[config.mk]
export PLATFORM = sky130hd
export DESIGN_NAME = phm_ctrl
export DESIGN_NICKNAME = d
export VERILOG_FILES = /design/src/hw/rtl/phm_pkg.sv /design/src/hw/rtl/phm_ctrl.sv
export SDC_FILE = /design/constraint.sdc
export NUM_CORES = 1
export LEC_CHECK = 0
export BUFFER_PORTS_ARGS = -buffer_cell sky130_fd_sc_hd__buf_2
export CAP_MARGIN = 20
export CORE_AREA = 2 2 39 41
export CTS_BUF_LIST = sky130_fd_sc_hd__clkbuf_16
export CTS_CLUSTER_SIZE = 10
export DETAILED_ROUTE_END_ITERATION = 10
export DIE_AREA = 0 0 41 43
export PLACE_DENSITY = 0.47
export SLEW_MARGIN = 15
export SYNTH_ARGS = -nofsm -noshare
export SYNTH_HDL_FRONTEND = slang
export SYNTH_SLANG_ARGS = --single-unit
[constraint.sdc]
create_clock -name clk -period 1.4 [get_ports clk]
set_clock_uncertainty 0.05 [all_clocks]
set_input_delay 0.21 -clock clk [delete_from_list [all_inputs] [get_ports clk]]
set_output_delay 0.21 -clock clk [all_outputs]
set_load 0.03 [all_outputs]
[src/hw/rtl/phm_pkg.sv]
`default_nettype none
package phm_pkg;

  localparam int BIN_COUNT   = 256;
  localparam int LEVEL_W     = 8;
  localparam int MEAN_W      = 16;
  localparam int FRAC_W      = 8;
  localparam int OUT_COUNT_W = 24;

  localparam logic [1:0] FUNC_CLEAR = 2'd0;
  localparam logic [1:0] FUNC_ADD   = 2'd1;
  localparam logic [1:0] FUNC_READ  = 2'd2;
  localparam logic [1:0] FUNC_MEAN  = 2'd3;

  localparam logic [2:0] MODE_LUMA   = 3'd0;
  localparam logic [2:0] MODE_INTENS = 3'd1;
  localparam logic [2:0] MODE_VALUE  = 3'd2;
  localparam logic [2:0] MODE_CHROMA = 3'd3;
  localparam logic [2:0] MODE_RED    = 3'd4;
  localparam logic [2:0] MODE_GREEN  = 3'd5;
  localparam logic [2:0] MODE_BLUE   = 3'd6;

  // luminance weights over 2^16, rounding half up
  localparam logic [15:0] LUMA_R    = 16'd13933;
  localparam logic [15:0] LUMA_G    = 16'd46871;
  localparam logic [15:0] LUMA_B    = 16'd4732;
  localparam logic [23:0] LUMA_HALF = 24'd32768;

  // floor(x / 3) == (x * 683) >> 11 for every x up to 765
  localparam logic [9:0] DIV3_MUL   = 10'd683;
  localparam int         DIV3_SHIFT = 11;

  typedef struct packed {
    logic accept;
    logic prod_en;
    logic lvl_en;
    logic clear;
    logic bin_rd;
    logic bin_wr;
    logic idx_rd;
    logic div_start;
    logic load_out;
  } phm_cmd_t;

  typedef struct packed {
    logic [1:0] func;
    logic       total_zero;
    logic       div_done;
  } phm_sts_t;

endpackage
`default_nettype wire

[src/hw/rtl/phm_ctrl.sv]
`default_nettype none
module phm_ctrl (
  input  wire logic              clk,
  input  wire logic              rst_n,
  input  wire logic              in_tvalid,
  output logic                   in_tready,
  output logic                   out_tvalid,
  input  wire logic              out_tready,
  input  wire phm_pkg::phm_sts_t sts,
  output phm_pkg::phm_cmd_t      cmd
);

  import phm_pkg::*;

  localparam logic [2:0] S_IDLE = 3'd0;
  localparam logic [2:0] S_PROD = 3'd1;
  localparam logic [2:0] S_LVL  = 3'd2;
  localparam logic [2:0] S_RDB  = 3'd3;
  localparam logic [2:0] S_WRB  = 3'd4;
  localparam logic [2:0] S_DIV  = 3'd5;
  localparam logic [2:0] S_RDI  = 3'd6;
  localparam logic [2:0] S_OUT  = 3'd7;

  logic [2:0] state_r, state_nxt;
  logic       out_valid_r, out_valid_nxt;
  logic       out_free;

  assign out_free = !out_valid_r || out_tready;

  always_comb begin
    state_nxt = state_r;
    cmd       = '0;
    unique case (state_r)
      S_IDLE: begin
        if (in_tvalid) begin
          cmd.accept = 1'b1;
          state_nxt  = S_PROD;
        end
      end
      S_PROD: begin
        unique case (sts.func)
          FUNC_ADD: begin
            cmd.prod_en = 1'b1;
            state_nxt   = S_LVL;
          end
          FUNC_CLEAR: begin
            cmd.clear = 1'b1;
            state_nxt = S_RDI;
          end
          FUNC_MEAN: begin
            if (sts.total_zero) begin
              state_nxt = S_RDI;
            end else begin
              cmd.div_start = 1'b1;
              state_nxt     = S_DIV;
            end
          end
          default: state_nxt = S_RDI;
        endcase
      end
      S_LVL: begin
        cmd.lvl_en = 1'b1;
        state_nxt  = S_RDB;
      end
      S_RDB: begin
        cmd.bin_rd = 1'b1;
        state_nxt  = S_WRB;
      end
      S_WRB: begin
        cmd.bin_wr = 1'b1;
        state_nxt  = S_RDI;
      end
      S_DIV: begin
        if (sts.div_done) begin
          state_nxt = S_RDI;
        end
      end
      S_RDI: begin
        cmd.idx_rd = 1'b1;
        state_nxt  = S_OUT;
      end
      S_OUT: begin
        // wait for the output register to drain
        if (out_free) begin
          cmd.load_out = 1'b1;
          state_nxt    = S_IDLE;
        end
      end
      default: state_nxt = S_IDLE;
    endcase
  end

  always_comb begin
    out_valid_nxt = out_valid_r;
    if (cmd.load_out) begin
      out_valid_nxt = 1'b1;
    end else if (out_tready) begin
      out_valid_nxt = 1'b0;
    end
  end

  always_ff @(posedge clk) begin
    if (!rst_n) begin
      state_r     <= S_IDLE;
      out_valid_r <= 1'b0;
    end else begin
      state_r     <= state_nxt;
      out_valid_r <= out_valid_nxt;
    end
  end

  assign in_tready  = (state_r == S_IDLE);
  assign out_tvalid = out_valid_r;

endmodule
`default_nettype wire

; Word-level counts from Yosys, hierarchy flattened
; Cells that the tools add are included.
[classes]
n_eq_ne = 12
n_reduce_logical = 6
n_mux = 23
[ops]
columns = cell, n
row1 = $pmux 3 s8, 1
row2 = $mux 1, 17
row3 = $eq 3x3->1 const B, 4
row4 = $mux 3, 3
row5 = $eq 3x2->1 const B, 2
row6 = $ne 2x2->1 const B, 3
row7 = $pmux 3 s2, 1
row8 = $eq 3x1->1 const B, 1
row9 = $logic_not 3->1, 1
row10 = $reduce_and 3->1, 1
row11 = $eq 2x1->1 const B, 1
row12 = $eq 2x2->1 const B, 1
row13 = $logic_not 2->1, 1
row14 = $mux 2, 1
row15 = $reduce_bool 2->1, 1
row16 = $logic_not 1->1, 1
row17 = $logic_or 1x1->1, 1
[word_totals]
reg_bits = 4
elab_cells = 43
in_bits = 8
out_inout_bits = 11

; Depth between registers and ports, before layout
[logic_depth]
ltp_word = 5
depth_mapped = 4
depth_no_buf = 3

; Least setup slack after synthesis
; Ideal clock, no wire load.
[synth_path]
kind = reg2out
startpoint = register state_r[2]
endpoint = output cmd[8] in the netlist's numbering
stages_incl_launch_ff = 4
arrival_time_ns = 1.572
t_required_ns = 1.140
path_slack_ns = -0.432
n_path_buf = 1
path_cell_list = dfxtp_1 > buf_6 > nor3_1 > and2_1
[synth_lines]
columns = element, line
row1 = start: declaration, phm_ctrl.sv:24  ; logic [2:0] state_r, state_nxt;
row2 = start signal: assignment, phm_ctrl.sv:107  ; state_r <= state_nxt;
row3 = end: declaration, phm_ctrl.sv:10  ; output phm_pkg::phm_cmd_t cmd

==> key figures <==
Run status
  – Status: completed

Power and ir drop
  – Peak VDD IR: 1341 uV
  – Leak Pwr: 0.2417 nW
  – Pwr Density: 1682 mW/mm^2
  – Design Power: 915.6 uW

Timing
  – Final hold slack: 0.1971 ns
  – Final hold violations: 0
  – Final Critical Period: 1.367 ns
  – Final worst slack: 0.03294 ns
  – Setup Viol. Count Final: 0
  – Period utilisation layout: 97.65%
  – Slew Limit Fails: 0
  – Peak Freq: 731.5 MHz
  – Slew margin rel.: 84.08%
  – Post-Route Setup TNS: 0 ns
  – Worst-Margin Slew: 0.2388 ns
  – Unrepaired setup endpoints after global routing: true

Global routing
  – First-pass GRT wire length: 1179 um
  – Initial antenna violation count: 0
  – Global route hottest layer: met2
  – Largest net degree at the start of global routing: 12
  – GRT Total Usage: 10.92%
  – M1 GR Usage: 10.54%
  – Grt met3 use: 6.283%
  – GR Util met2: 16.25%
  – Vias in the first global route: 299
  – GRT overflow: 0

Detailed routing
  – ANT nets after route: 0
  – Drt total wl: 813 um
  – DRC violations left: 0
  – Pre-antenna DRT Iters: 2
  – Via-to-Cell Ratio: 4.592
  – Vias: 349
  – Drt wl/cell: 10.70 um
  – Initial detailed-routing violation count: 2

Setup path
  – Max FO, Critical Path: 7
  – Worst R2R Path Depth: 3
  – Critical Path Max Stage Delay: 0.36 ns
  – Slowest stage cell on the critical path: dfxtp_4
  – Critical Path End Type: primary output
  – Worst EP arrival: 1.11 ns
  – Worst EP required: 1.14 ns
  – Critical path class: reg -> out
  – Crit start category: register
  – CP cell instances: buf_6 > nor3_4 > and2_4 > buf_6
  – Most used cell, CP: buf_6

CTS
  – CTS tree: yes
  – CTS Sinks: 4
  – TritonCTS buffer count: 3
  – # hold bufs at CTS: 0
  – CTS Buffer Depth: 2
  – Setup bufs post-CTS: 0
  – Root Driver: clkbuf_16
  – Clock slew at reported path FFs: 0.03 ns
  – CTS H-tree lvls: 1
  – Worst-Skew Late Latency: 0.23 ns

Layout
  – Register area: 91.34 um^2
  – Utilization after layout: 39.33%
  – Multi-input logic area: 232.7 um^2
  – Final nets: 70
  – Share of cells above drive strength 1: 56.67%
  – P&R area growth vs syn: 77.55%
  – Fillers: 152
  – Diodes inserted: 0
  – Cell area after layout: 544.3 um^2
  – Final Non-Filler Cells: 76

Floorplan
  – Core area: 0.001384 mm^2
  – Die area: 0.001763 mm^2
  – Die width: 41 um
  – Die Height: 43 um
  – FP Rows: 14
  – Starting Density: 22.15%
  – IO Count: 19

Hold path
  – HP Class: in -> reg
  – Hold Path Stages: 2

Synth
  – Post-synth EDFFs: 0
  – Most frequent cells after synthesis: nor2_1, dfxtp_1, nor3b_1
  – Syn Std Cell Area: 306.5 um^2
  – Synthesis Warnings: 0
  – Share of the synthesized area in the top cell type: 26.12%
  – Synth top area cells: dfxtp_1, nor3b_1, nor2_1
  – Yosys reg bits: 4
  – Main synth FF type: dfxtp_1
  – Top-count cell post-synth: nor2_1
  – Post-synth cell types: 21
  – Mapped Avg Cell Area: 7.477 um^2
  – Asr flop ratio synth: 0%
  – Mapped Nets: 49
  – Sequential area share after synthesis: 26.12%
  – Yosys top cell by area: dfxtp_1
  – Post-Syn Instances: 41

Placement
  – Post-detail-place hpwl: 580.8 um
  – Placed Area: 411.6 um^2
  – Global placement routability congestion: 0.6823
  – Placed insts: 73
  – Post-Place Worst Slack: 0.1267 ns
  – PortBufs: 18

Run
  – Max-cap violations: 0
-- flip-flops by register name, summed over array words and instances (netlist names) --
register and count:
state_r 3, out_tvalid 1
-- per-layer routing --
layer,wire (um),share of wire [%]
met2,422,52
met5,0,0
met4,15,1.8
met1,310,38
met3,64,7.9
-- worst paths after layout --
path | start | end | slack (ns)
setup / recovery | state_r[0] | cmd[8] | 0.03
hold / removal | rst_n | state_r[0] | 0.20
setup reg to reg | state_r[1] | state_r[2] | 0.23
hold reg to reg | out_tvalid | out_tvalid | 0.56
-- worst max-delay path, delay by kind of cell, from the launching register on --
| family | cells | cell delay, ns |
|---|---|---|
| simple gates | 2 | 0.27 |
| buf+inv | 2 | 0.25 |
| flops | 1 | 0.36 |
-- timing repair --
item	4_1_cts	5_1_grt
pin swaps	3	1
gates resized for setup	6	16
setup endpoints to repair	8	6
-- report_power, final --
group / switching [mW] / internal [mW]
Sequential: 0.0494 / 0.140
Combinational: 0.151 / 0.127
Clock: 0.0835 / 0.365
Total: 0.284 / 0.632
-- kinds of logic (layout without fill, tap and decap cells) --
family / after synthesis / count (layout) / synth area share [%]
compound gates: 8 / 8 / 17.55
simple gates: 25 / 25 / 44.90
flops: 4 / 4 / 26.12
buf+inv: 4 / 23 / 11.43
-- area by class of cell --
cell class                 instances  share of cell area [%]
tap                               16                   3.678
clock buffer                       3                   13.79
timing repair buffer              20                   22.99
multi-input combinational         33                   42.76
sequential                         4                   16.78
-- cells in the final DEF (no fill, tap or decap) --
cell type  instances
or2b_1             1
or3b_1             1
nand2b_1           2
buf_6              2
clkbuf_16          3
nor3b_1            2
nor3b_2            2
a221oi_1           1
nand2_1            2
a21boi_0           1
o221a_1            1
buf_4              5
nand3b_1           1
nor2_4             1
buf_2             13
nand3_1            1
dfxtp_4            3
nor2_2             1
a21oi_1            3
nor3_4             1
dfxtp_1            1
nor2b_1            2
and2_4             1
nor3_2             1
nand2_2            1
nor2_1             5
o22ai_1            1
o21ai_0            1
Power figures use the tool's default switching activity.
